## src/hw/rtl/dnle_pkg.sv

```systemverilog
// ----------------------------------------------------------------------------
// dnle_pkg
// Shared types and constants for the DNS name label encoder.
// ----------------------------------------------------------------------------
package dnle_pkg;

    localparam int unsigned CHAR_W = 8;

    localparam logic [CHAR_W-1:0] NUL_CHAR = 8'h00;
    localparam logic [CHAR_W-1:0] DOT_CHAR = 8'h2E;

    // Sequencer states
    typedef enum logic [2:0] {
        ST_IDLE,
        ST_LEN,
        ST_RD,
        ST_DATA,
        ST_TERM
    } dnle_state_t;

    // One encoded output byte with its flags
    typedef struct packed {
        logic [CHAR_W-1:0] out_byte;
        logic              is_length;
        logic              name_end;
        logic              run_last;
    } dnle_out_t;

endpackage

```

## src/hw/rtl/dnle_ram.sv

```systemverilog
// ----------------------------------------------------------------------------
// dnle_ram
// Generic single-write, single-read RAM with a registered read port.
// ----------------------------------------------------------------------------
module dnle_ram #(
    parameter int unsigned WIDTH = 8,
    parameter int unsigned DEPTH = 63,
    parameter int unsigned AW    = (DEPTH > 1) ? $clog2(DEPTH) : 1
) (
    input  logic             clk,
    input  logic             wr_en,
    input  logic [AW-1:0]    wr_addr,
    input  logic [WIDTH-1:0] wr_data,
    input  logic             rd_en,
    input  logic [AW-1:0]    rd_addr,
    output logic [WIDTH-1:0] rd_data
);

    logic [WIDTH-1:0] mem [DEPTH];
    logic [WIDTH-1:0] rd_data_reg;

    always_ff @(posedge clk)
    begin
        if (wr_en)
        begin
            mem[wr_addr] <= wr_data;
        end
        if (rd_en)
        begin
            rd_data_reg <= mem[rd_addr];
        end
    end

    assign rd_data = rd_data_reg;

endmodule

```

## src/hw/rtl/dnle_out_reg.sv

```systemverilog
// ----------------------------------------------------------------------------
// dnle_out_reg
// Output register stage: holds one encoded byte until the sink takes it.
// ----------------------------------------------------------------------------
module dnle_out_reg
    import dnle_pkg::*;
(
    input  logic      clk,
    input  logic      rst_n,
    input  logic      load,
    input  dnle_out_t load_data,
    output logic      can_load,
    output logic      out_valid,
    input  logic      out_ready,
    output dnle_out_t out_data
);

    logic      valid_reg;
    logic      valid_next;
    dnle_out_t data_reg;

    // Slot is free when empty or being drained this cycle
    assign can_load   = !valid_reg || out_ready;
    assign valid_next = (load && can_load) ? 1'b1 : (out_ready ? 1'b0 : valid_reg);

    always_ff @(posedge clk or negedge rst_n)
    begin
        if (!rst_n)
        begin
            valid_reg <= 1'b0;
        end
        else
        begin
            valid_reg <= valid_next;
        end
    end

    always_ff @(posedge clk)
    begin
        if (load && can_load)
        begin
            data_reg <= load_data;
        end
    end

    assign out_valid = valid_reg;
    assign out_data  = data_reg;

endmodule

```

## src/hw/rtl/dns_name_label_encoder.sv

```systemverilog
// ----------------------------------------------------------------------------
// dns_name_label_encoder
// Turns a dotted host name, one character per request, into DNS wire form.
// ----------------------------------------------------------------------------
//
// Channel   Dir  Signals                       Content
// s_axis    in   tvalid, tready, tdata[7:0]    name_char
// m_axis    out  tvalid, tready, tdata[7:0]    out_byte
//                tuser[1:0], tlast             tuser: is_length, name_end;
//                                              tlast: run_last
//
// A request that only stores a character writes it to the label RAM. A
// request that ends a label is accepted, loads the length byte, then for
// each stored character reads the label RAM and loads the output, and
// loads the terminator if the name ends there. A dropped character or a
// skipped dot is only accepted; a bare terminator is accepted and then
// loaded. rst_n clears the control state at once; the label RAM needs
// no clearing. Output stalls on m_axis hold the sequencer; the output
// register lets the next input request be taken while the final byte waits.
//
module dns_name_label_encoder
    import dnle_pkg::*;
#(
    parameter int unsigned LABEL_MAX = 63
) (
    input  logic       clk,
    input  logic       rst_n,
    input  logic       s_axis_tvalid,
    output logic       s_axis_tready,
    input  logic [7:0] s_axis_tdata,   // [7:0] name_char
    output logic       m_axis_tvalid,
    input  logic       m_axis_tready,
    output logic [7:0] m_axis_tdata,   // [7:0] out_byte
    output logic [1:0] m_axis_tuser,   // [0] is_length, [1] name_end
    output logic       m_axis_tlast    // run_last
);

    localparam int unsigned CNT_W  = $clog2(LABEL_MAX + 1);
    localparam int unsigned ADDR_W = (LABEL_MAX > 1) ? $clog2(LABEL_MAX) : 1;

    dnle_state_t state_reg;
    dnle_state_t state_next;

    logic [CNT_W-1:0]  count_reg;        // characters held in the label RAM
    logic [CNT_W-1:0]  count_next;
    logic [CNT_W-1:0]  len_reg;          // length of the label being emitted
    logic [CNT_W-1:0]  len_next;
    logic [ADDR_W-1:0] idx_reg;          // next label character to emit
    logic [ADDR_W-1:0] idx_next;
    logic              term_after_reg;   // emit terminator after the label
    logic              term_after_next;
    logic              full_reg;         // a full label was just emitted
    logic              full_next;
    logic              discard_reg;      // drop characters until end of name
    logic              discard_next;

    logic              in_fire;
    logic              is_nul;
    logic              is_dot;
    logic [CNT_W-1:0]  count_inc;
    logic              last_char;

    logic              ram_wr_en;
    logic              ram_rd_en;
    logic [CHAR_W-1:0] ram_rd_data;

    logic              out_load;
    dnle_out_t         out_load_data;
    logic              out_can_load;
    dnle_out_t         out_data;

    assign in_fire   = s_axis_tvalid && s_axis_tready;
    assign is_nul    = (s_axis_tdata == NUL_CHAR);
    assign is_dot    = (s_axis_tdata == DOT_CHAR);
    assign count_inc = count_reg + CNT_W'(1);
    assign last_char = ((CNT_W'(idx_reg) + CNT_W'(1)) == len_reg);

    // ------------------------------------------------------------------------
    // Next state
    // ------------------------------------------------------------------------
    always_comb
    begin
        state_next = state_reg;
        case (state_reg)
            ST_IDLE:
            begin
                if (in_fire && !discard_reg)
                begin
                    if (is_nul)
                    begin
                        state_next = (count_reg != '0) ? ST_LEN : ST_TERM;
                    end
                    else if (is_dot)
                    begin
                        if (!full_reg)
                        begin
                            state_next = (count_reg == '0) ? ST_TERM : ST_LEN;
                        end
                    end
                    else if (count_inc == CNT_W'(LABEL_MAX))
                    begin
                        state_next = ST_LEN;
                    end
                end
            end
            ST_LEN:
            begin
                if (out_can_load)
                begin
                    state_next = ST_RD;
                end
            end
            ST_RD:
            begin
                state_next = ST_DATA;
            end
            ST_DATA:
            begin
                if (out_can_load)
                begin
                    if (!last_char)
                    begin
                        state_next = ST_RD;
                    end
                    else
                    begin
                        state_next = term_after_reg ? ST_TERM : ST_IDLE;
                    end
                end
            end
            ST_TERM:
            begin
                if (out_can_load)
                begin
                    state_next = ST_IDLE;
                end
            end
            default:
            begin
                state_next = ST_IDLE;
            end
        endcase
    end

    // ------------------------------------------------------------------------
    // Outputs of the sequencer
    // ------------------------------------------------------------------------
    always_comb
    begin
        s_axis_tready = 1'b0;
        ram_wr_en     = 1'b0;
        ram_rd_en     = 1'b0;
        out_load      = 1'b0;
        out_load_data = '0;
        case (state_reg)
            ST_IDLE:
            begin
                s_axis_tready = 1'b1;
                // Store a plain label character at the current count
                ram_wr_en = in_fire && !discard_reg && !is_nul && !is_dot;
            end
            ST_LEN:
            begin
                out_load                = 1'b1;
                out_load_data.out_byte  = CHAR_W'(len_reg);
                out_load_data.is_length = 1'b1;
            end
            ST_RD:
            begin
                ram_rd_en = 1'b1;
            end
            ST_DATA:
            begin
                out_load               = 1'b1;
                out_load_data.out_byte = ram_rd_data;
                out_load_data.run_last = last_char && !term_after_reg;
            end
            ST_TERM:
            begin
                out_load                = 1'b1;
                out_load_data.is_length = 1'b1;
                out_load_data.name_end  = 1'b1;
                out_load_data.run_last  = 1'b1;
            end
            default:
            begin
                s_axis_tready = 1'b0;
            end
        endcase
    end

    // ------------------------------------------------------------------------
    // Label bookkeeping
    // ------------------------------------------------------------------------
    always_comb
    begin
        count_next      = count_reg;
        len_next        = len_reg;
        idx_next        = idx_reg;
        term_after_next = term_after_reg;
        full_next       = full_reg;
        discard_next    = discard_reg;
        case (state_reg)
            ST_IDLE:
            begin
                if (in_fire)
                begin
                    if (discard_reg)
                    begin
                        // Drop everything up to the end of the name
                        if (is_nul)
                        begin
                            discard_next = 1'b0;
                        end
                    end
                    else if (is_nul)
                    begin
                        len_next        = count_reg;
                        count_next      = '0;
                        term_after_next = 1'b1;
                        full_next       = 1'b0;
                    end
                    else if (is_dot)
                    begin
                        if (full_reg)
                        begin
                            full_next = 1'b0;
                        end
                        else if (count_reg == '0)
                        begin
                            discard_next = 1'b1;
                        end
                        else
                        begin
                            len_next        = count_reg;
                            count_next      = '0;
                            term_after_next = 1'b0;
                        end
                    end
                    else if (count_inc == CNT_W'(LABEL_MAX))
                    begin
                        // Label is full: flush it now
                        len_next        = count_inc;
                        count_next      = '0;
                        term_after_next = 1'b0;
                        full_next       = 1'b1;
                    end
                    else
                    begin
                        count_next = count_inc;
                        full_next  = 1'b0;
                    end
                end
                idx_next = '0;
            end
            ST_DATA:
            begin
                if (out_can_load)
                begin
                    idx_next = idx_reg + ADDR_W'(1);
                end
            end
            default:
            begin
                idx_next = idx_reg;
            end
        endcase
    end

    always_ff @(posedge clk or negedge rst_n)
    begin
        if (!rst_n)
        begin
            state_reg      <= ST_IDLE;
            count_reg      <= '0;
            len_reg        <= '0;
            idx_reg        <= '0;
            term_after_reg <= 1'b0;
            full_reg       <= 1'b0;
            discard_reg    <= 1'b0;
        end
        else
        begin
            state_reg      <= state_next;
            count_reg      <= count_next;
            len_reg        <= len_next;
            idx_reg        <= idx_next;
            term_after_reg <= term_after_next;
            full_reg       <= full_next;
            discard_reg    <= discard_next;
        end
    end

    // ------------------------------------------------------------------------
    // Label store and output register
    // ------------------------------------------------------------------------
    dnle_ram #(
        .WIDTH (CHAR_W),
        .DEPTH (LABEL_MAX),
        .AW    (ADDR_W)
    ) u_label_ram (
        .clk     (clk),
        .wr_en   (ram_wr_en),
        .wr_addr (count_reg[ADDR_W-1:0]),
        .wr_data (s_axis_tdata),
        .rd_en   (ram_rd_en),
        .rd_addr (idx_reg),
        .rd_data (ram_rd_data)
    );

    dnle_out_reg u_out_reg (
        .clk       (clk),
        .rst_n     (rst_n),
        .load      (out_load),
        .load_data (out_load_data),
        .can_load  (out_can_load),
        .out_valid (m_axis_tvalid),
        .out_ready (m_axis_tready),
        .out_data  (out_data)
    );

    assign m_axis_tdata = out_data.out_byte;
    assign m_axis_tuser = {out_data.name_end, out_data.is_length};
    assign m_axis_tlast = out_data.run_last;

endmodule

```

## config.mk

```make
export PLATFORM = sky130hd
export DESIGN_NAME = dns_name_label_encoder
export DESIGN_NICKNAME = d
export VERILOG_FILES = /design/src/hw/rtl/dnle_pkg.sv /design/src/hw/rtl/dnle_ram.sv /design/src/hw/rtl/dnle_out_reg.sv /design/src/hw/rtl/dns_name_label_encoder.sv
export SDC_FILE = /design/constraint.sdc
export NUM_CORES = 1
export LEC_CHECK = 0
export ABC_AREA = 1
export ABC_CLOCK_PERIOD_IN_PS = 4750
export BUFFER_PORTS_ARGS = -buffer_cell sky130_fd_sc_hd__clkbuf_2
export CAP_MARGIN = 20
export CORE_UTILIZATION = 50
export DETAILED_ROUTE_END_ITERATION = 12
export GPL_ROUTABILITY_DRIVEN = 0
export PLACE_DENSITY = 0.65
export SYNTH_ARGS = -nofsm -noshare
export SYNTH_HDL_FRONTEND = slang
export SYNTH_SLANG_ARGS = --single-unit
```

## constraint.sdc

```tcl
create_clock -name clk -period 4.75 [get_ports clk]
set_input_delay 1.1875 -clock clk [delete_from_list [all_inputs] [get_ports clk]]
set_output_delay 1.1875 -clock clk [all_outputs]
set_load 0.05 [all_outputs]
```

==> flow_metrics.env, run 1 <==
export IMPL_design_die_area_um2=46300
export IMPL_fmax_ghz=0.298
export IMPL_rows=77
export IMPL_drt_drc_violations_left=0
export IMPL_reg2reg_to="u_label_ram.rd_data[6]"
export IMPL_path_class="in2reg"
export IMPL_leakage_nw=9.09
export IMPL_synth_area_um2=22700
export IMPL_synth_area_leaders="edfxtp_1 (69%), nand2_1 (13%), dfrtp_1 (2.8%)"
export IMPL_clockPowerShare_pct=34.7
export IMPL_first_pass_iters=5
export IMPL_ctsRootBufferMaster="clkbuf_16"
export IMPL_finalClockSkew_ns=0.0163
export IMPL_nNetsFinal=2041
export IMPL_drv_cap=0
export IMPL_async_reset_ff_share_pct=4.56
export IMPL_cts_buffers=54
export IMPL_p_int_mw=8.40
export IMPL_vdd_drop_max_mv=0.265
export IMPL_area_growth_pct=10.2
export IMPL_crit_arrival_ns=3.58
export IMPL_fin_crit_sh_pct=70.6
export IMPL_rsz0062_at_grt="no"
export IMPL_p_sw_mw=3.61
export IMPL_cp_required_ns=4.98
export IMPL_clk_path_buf_depth=3
export IMPL_insertion_delay_ns=0.60
export IMPL_reg2reg_slack_ns=1.49
export IMPL_synth_edf_count=523
export IMPL_outcome="completed"
export IMPL_crit_path_end_kind="flop"
export IMPL_die_h_um=215
export IMPL_p_per_area_nw_per_um2=480
export IMPL_slew_headroom_pct=27.5
export IMPL_post_cts_repair_setup_buffers=0
export IMPL_ys_ff_latch=548
export IMPL_seq_area_frac_synth_pct=71.9
export IMPL_layout_commonest_cell="nand2_1"
export IMPL_num_io_pins=25
export IMPL_rr_startpoint="idx_reg[0]"
export IMPL_holdBufCountCts=0
export IMPL_syn_inst=2022
export IMPL_initial_core_util_pct=51.0
export IMPL_fin_setup_tns_ns=0
export IMPL_synthSimpleGateAreaFrac_pct=19.6
export IMPL_synth_fa_ha_area_share_pct=0.220
export IMPL_via_per_inst=5.74
export IMPL_finalSetupViolations=0
export IMPL_grt_max_degree=138
export IMPL_synth_top_cell_area_share_pct=69.2
export IMPL_finalCriticalPeriod_ns=3.35
export IMPL_die_width_um=215
export IMPL_yosys_area_share_xor_xnor_pct=0.149
export IMPL_syn_avg_cell_area_um2=11.2
export IMPL_cts_clk_slew_worst_paths_ns=0.06
export IMPL_yosys_warnings=0
export IMPL_dp_hpwl_um=35900
export IMPL_regArea_um2=16300
export IMPL_synthFlopType="edfxtp_1"
export IMPL_num_fill_cells=3700
export IMPL_worstPathMaxFanout=9
export IMPL_grt_util_all_layers_pct=26.0
export IMPL_ant_nets=0
export IMPL_largest_reg_flops=504
export IMPL_antenna_cells=0
export IMPL_synth_cell_types=37
export IMPL_hold_depth=2
export IMPL_grt_pass1_wl_um=89300
export IMPL_hold_end="len_reg[3]"
export IMPL_wirelength_um=59400
export IMPL_overflow=0
export IMPL_synth_compound_area_share_pct=5.05
export IMPL_multi_input_area_um2=5690
export IMPL_fin_util_pct=56.2
export IMPL_tightestPinTransition_ns=1.09
export IMPL_power_frac_comb_pct=18.0
export IMPL_tritoncts="built"
export IMPL_hold_class="reg2reg"
export IMPL_synth_mux_area_share_pct=0
export IMPL_drive_gt1_share_pct=7.98
export IMPL_min_delay_start="len_reg[3]"
export IMPL_cts_resized_gates=0
export IMPL_syn_num_nets=2038
export IMPL_hold_violations=0
export IMPL_drv_slew=0
export IMPL_grt_pass1_vias=14667
export IMPL_antenna_found_initial=1
export IMPL_core_um2=44500
export IMPL_wl_per_cell_um=22.3
export IMPL_synth_top_family_by_area="simple AND/OR/NAND/NOR gates"
export IMPL_vias=15255
export IMPL_cts_sinks=548
export IMPL_cts_htree_levels=2
export IMPL_final_cell_mix="nand2_1 (764), edfxtp_1 (523), nor2_1 (143), nand3_1 (95), a21oi_1 (80)"
export IMPL_synth_largest_area_cell="edfxtp_1"
export IMPL_reg2reg_depth=10
export IMPL_seq_power_share_pct=47.2
export IMPL_swShare_pct=30.1
export IMPL_cp_start_kind="input port"
export IMPL_drtIter0Drc=1948
export IMPL_portBuffers=24
[synthesized netlist by cell type, types with 2 or more instances]
library cell	number
nor2_2	3
nor2_1	144
nand3_2	2
a21oi_1	80
nand2_1	764
buf_1	7
o21ai_0	77
inv_1	47
or2_2	2
o211ai_1	7
a31oi_1	6
xor2_1	2
dfrtp_1	25
a21oi_2	2
nand3_1	95
o21ai_1	9
o22ai_1	31
nor2_4	3
nand2_2	3
ha_1	4
inv_2	9
clkbuf_1	42
buf_4	4
nand4_1	38
edfxtp_1	523
nor3_1	28
and2_1	4
buf_2	52
[cell families after synthesis]
family / count (synthesis)
and+or+nand+nor: 1091
DFF: 548
AOI/OAI and AO/OA: 214
buffers and inverters: 162
adders and majority gates: 4
xor gates and xnor gates: 3
[worst max-delay path by stage]
stage / start / endpoint / cells past startpoint / slack, ns
after global placement: s_axis_tdata[3] / u_label_ram.mem[61][5] / 10 / 0.89
after detailed placement: s_axis_tdata[3] / u_label_ram.mem[61][0] / 10 / 0.88
after floorplan: s_axis_tdata[4] / u_label_ram.mem[39][0] / 10 / 1.76
final: s_axis_tdata[3] / u_label_ram.mem[61][0] / 10 / 1.40
after global routing: idx_reg[0] / u_label_ram.rd_data[4] / 10 / 1.30
after CTS: s_axis_tdata[3] / u_label_ram.mem[61][0] / 10 / 1.48
[through the flow]
step	hold WS [ns]	power [mW]	cell area, µm²	setup WS, ns	std cells
2_1_floorplan	0.481	7.19	22700	1.76	2022
3_3_place_gp	0.510	7.89	23300	0.894	2561
3_5_place_dp	0.519	7.90	23300	0.884	2561
4_1_cts	0.533	12.0	25000	1.48	2659
5_1_grt	0.571	12.4	25000	1.30	2659
6_report	0.535	12.0	25000	1.40	2659
[power by group through the flow]
stage | Clock (mW) | Combinational, mW | Sequential (mW)
2_1_floorplan | 0 | 1.37 | 5.82
3_3_place_gp | 0 | 2.12 | 5.77
3_5_place_dp | 0 | 2.13 | 5.77
4_1_cts | 4.21 | 2.14 | 5.67
5_1_grt | 4.38 | 2.36 | 5.69
6_report | 4.17 | 2.16 | 5.68
[layout make-up]
type                    count  share of cell area (%)
inverters                  56                   0.860
repair buffers             53                    1.40
flip-flops and latches    548                    65.2
clock buffers              64                    5.63
clock inverters            34                    1.19
multi-input cells        1312                    22.7
well taps                 592                    2.96
[critical path, cell delays in order]
cell and delay [ns]:
clkbuf_2 0.17, nand2_1 0.10, nor2_1 0.04, nand3_1 0.20, inv_1 0.11, nor2_2 0.29, nand2_1 0.16, inv_2 0.20
nand2_1 0.41, nor2_1 0.71
[metal layers]
| layer | part of all wire (%) | track usage [%] | wire length (µm) | vias to the layer above |
|---|---|---|---|---|
| met4 | 3.2 | 10.0 | 1880 | 0 |
| met5 | 0 | 0 | 0 | - |
| li1 | - | - | - | 6995 |
| met1 | 42 | 37.1 | 24900 | 7347 |
| met3 | 8.3 | 3.14 | 4930 | 119 |
| met2 | 47 | 40.9 | 27700 | 794 |
No activity file was read; power rests on OpenSTA's default activity.
==> run 2: changes to the inputs <==
Settings changed: ABC_CLOCK_PERIOD_IN_PS 4750 to 3240.
Clock period 4.75 ns to 3.24 ns, I/O delays scaled along.
==> flow_metrics.env, run 2 (synthesized netlist as in run 1, its figures left out) <==
export IMPL_finalCriticalPeriod_ns=2.51
export IMPL_placedCellCount=2646
export IMPL_vias=15493
export IMPL_power_frac_comb_pct=18.9
export IMPL_p_sw_mw=5.29
export IMPL_layout_commonest_cell="nand2_1"
export IMPL_cts_htree_levels=2
export IMPL_cp_start_kind="flop"
export IMPL_nNetsFinal=2126
export IMPL_crit_arrival_ns=1.70
export IMPL_vdd_drop_max_mv=0.776
export IMPL_grt_pass1_wl_um=90900
export IMPL_fmax_ghz=0.398
export IMPL_cts_clk_slew_worst_paths_ns=0.06
export IMPL_slew_headroom_pct=23.2
export IMPL_insertion_delay_ns=0.60
export IMPL_fin_setup_tns_ns=0
export IMPL_num_io_pins=25
export IMPL_first_pass_iters=5
export IMPL_area_growth_pct=13.3
export IMPL_path_class="reg2out"
export IMPL_cts_sinks=548
export IMPL_cts_buffers=54
export IMPL_grt_max_degree=132
export IMPL_seq_power_share_pct=46.6
export IMPL_grt_pass1_vias=15187
export IMPL_clockPowerShare_pct=34.5
export IMPL_cp_required_ns=2.43
export IMPL_initial_core_util_pct=51.0
export IMPL_swShare_pct=29.9
export IMPL_fin_crit_sh_pct=77.6
export IMPL_clk_path_buf_depth=3
export IMPL_ant_nets=0
export IMPL_reg2reg_depth=10
export IMPL_drtIter0Drc=2014
export IMPL_core_um2=44500
export IMPL_drt_drc_violations_left=0
export IMPL_antenna_found_initial=3
export IMPL_drive_gt1_share_pct=11.6
export IMPL_crit_path_end_kind="primary output"
export IMPL_die_h_um=215
export IMPL_p_total_mw=17.7
export IMPL_finalClockSkew_ns=0.0159
export IMPL_worstPathMaxFanout=6
export IMPL_outcome="completed"
export IMPL_stdcell_count=2744
export IMPL_setup_ws_ns=0.725
export IMPL_dp_slack_ns=0.405
export IMPL_via_per_inst=5.65
export IMPL_p_int_mw=12.4
export IMPL_grt_util_all_layers_pct=26.3
export IMPL_drv_cap=0
export IMPL_p_per_area_nw_per_um2=689
export IMPL_cts_resized_gates=0
export IMPL_tightestPinTransition_ns=1.15
export IMPL_tritoncts="built"
export IMPL_regArea_um2=16300
export IMPL_antenna_cells=0
export IMPL_die_width_um=215
export IMPL_drv_slew=0
export IMPL_path_cells="or2_4, nor2_8, clkbuf_2"
export IMPL_hold_violations=0
export IMPL_wl_per_cell_um=22.0
export IMPL_dp_hpwl_um=37500
export IMPL_leakage_nw=9.56
export IMPL_finalSetupViolations=0
export IMPL_slowest_delay_ns=0.40
export IMPL_multi_input_area_um2=5690
export IMPL_wirelength_um=60400
export IMPL_portBuffers=24
export IMPL_largest_reg_flops=504
export IMPL_final_cell_mix="nand2_1 (764), edfxtp_1 (523), nor2_1 (143), buf_4 (109), nand3_1 (95)"
export IMPL_ctsRootBufferMaster="clkbuf_16"
export IMPL_rows=77
export IMPL_hold_class="in2async"
export IMPL_num_fill_cells=3711
export IMPL_rsz0062_at_grt="no"
export IMPL_post_cts_repair_setup_buffers=0
export IMPL_overflow=0
export IMPL_holdBufCountCts=0
export IMPL_design_die_area_um2=46300
export IMPL_crit_path_top_delay_cell="dfrtp_1"
## run 2: cell count changes in the layout (fill, tap and decap cells not counted), sizes merged
cell	change
clkinv	-6
buf	+85
clkbuf	+10
bufinv	-2
inv	-1
clkinvlp	-1
## run 2: worst paths after layout
| path | start | endpoint | slack, ns |
|---|---|---|---|
| min in group clk | m_axis_tready | state_reg[2] | 0.54 |
| min reg2reg | len_reg[1] | len_reg[1] | 0.57 |
| max | state_reg[0] | s_axis_tready | 0.73 |
| max reg2reg | idx_reg[0] | u_label_ram.rd_data[4] | 0.73 |
| min | rst_n | idx_reg[0] | 0.28 |
| max in group asynchronous | rst_n | idx_reg[0] | 2.40 |
## run 2: per-layer routing
layer  part of all wire, %  GRT usage (%)
met1                    42           37.2
met2                    45           40.8
met3                   9.2           5.00
met4                   3.5           9.53
met5                 0.018              0
## run 2: area by class of cell
cell class,instances,share of cell area [%]
flip-flops and latches,548,63.5
multi-input cells,1312,22.1
clock buffers,74,5.91
repair buffers,138,4.03
well taps,592,2.88
inverters,56,0.836
clock inverters,24,0.797
## run 2: power groups by stage
stage | registers [mW] | clock network [mW] | logic, mW
after CTS | 8.26 | 6.15 | 3.32
after global placement | 8.40 | 0 | 3.29
after detailed placement | 8.41 | 0 | 3.31
final | 8.26 | 6.11 | 3.36
after floorplan | 8.53 | 0 | 2.01
after global routing | 8.28 | 6.44 | 3.66
## run 2: through the flow
stage	instance area, µm²	utilization (%)	hold slack [ns]
detailed placement	24000	54.0	0.555
CTS	25700	57.8	0.268
finish	25700	57.8	0.280
global route	25700	57.8	0.287
global placement	24000	54.0	0.540
floorplan	22700	-	0.481
## run 2: critical path, delay by kind of cell, from the launching register on
family	cells	cell delay, ns
flip-flops	1	0.40
AND/OR/NAND/NOR	2	0.42
buffers and inverters	1	0.30
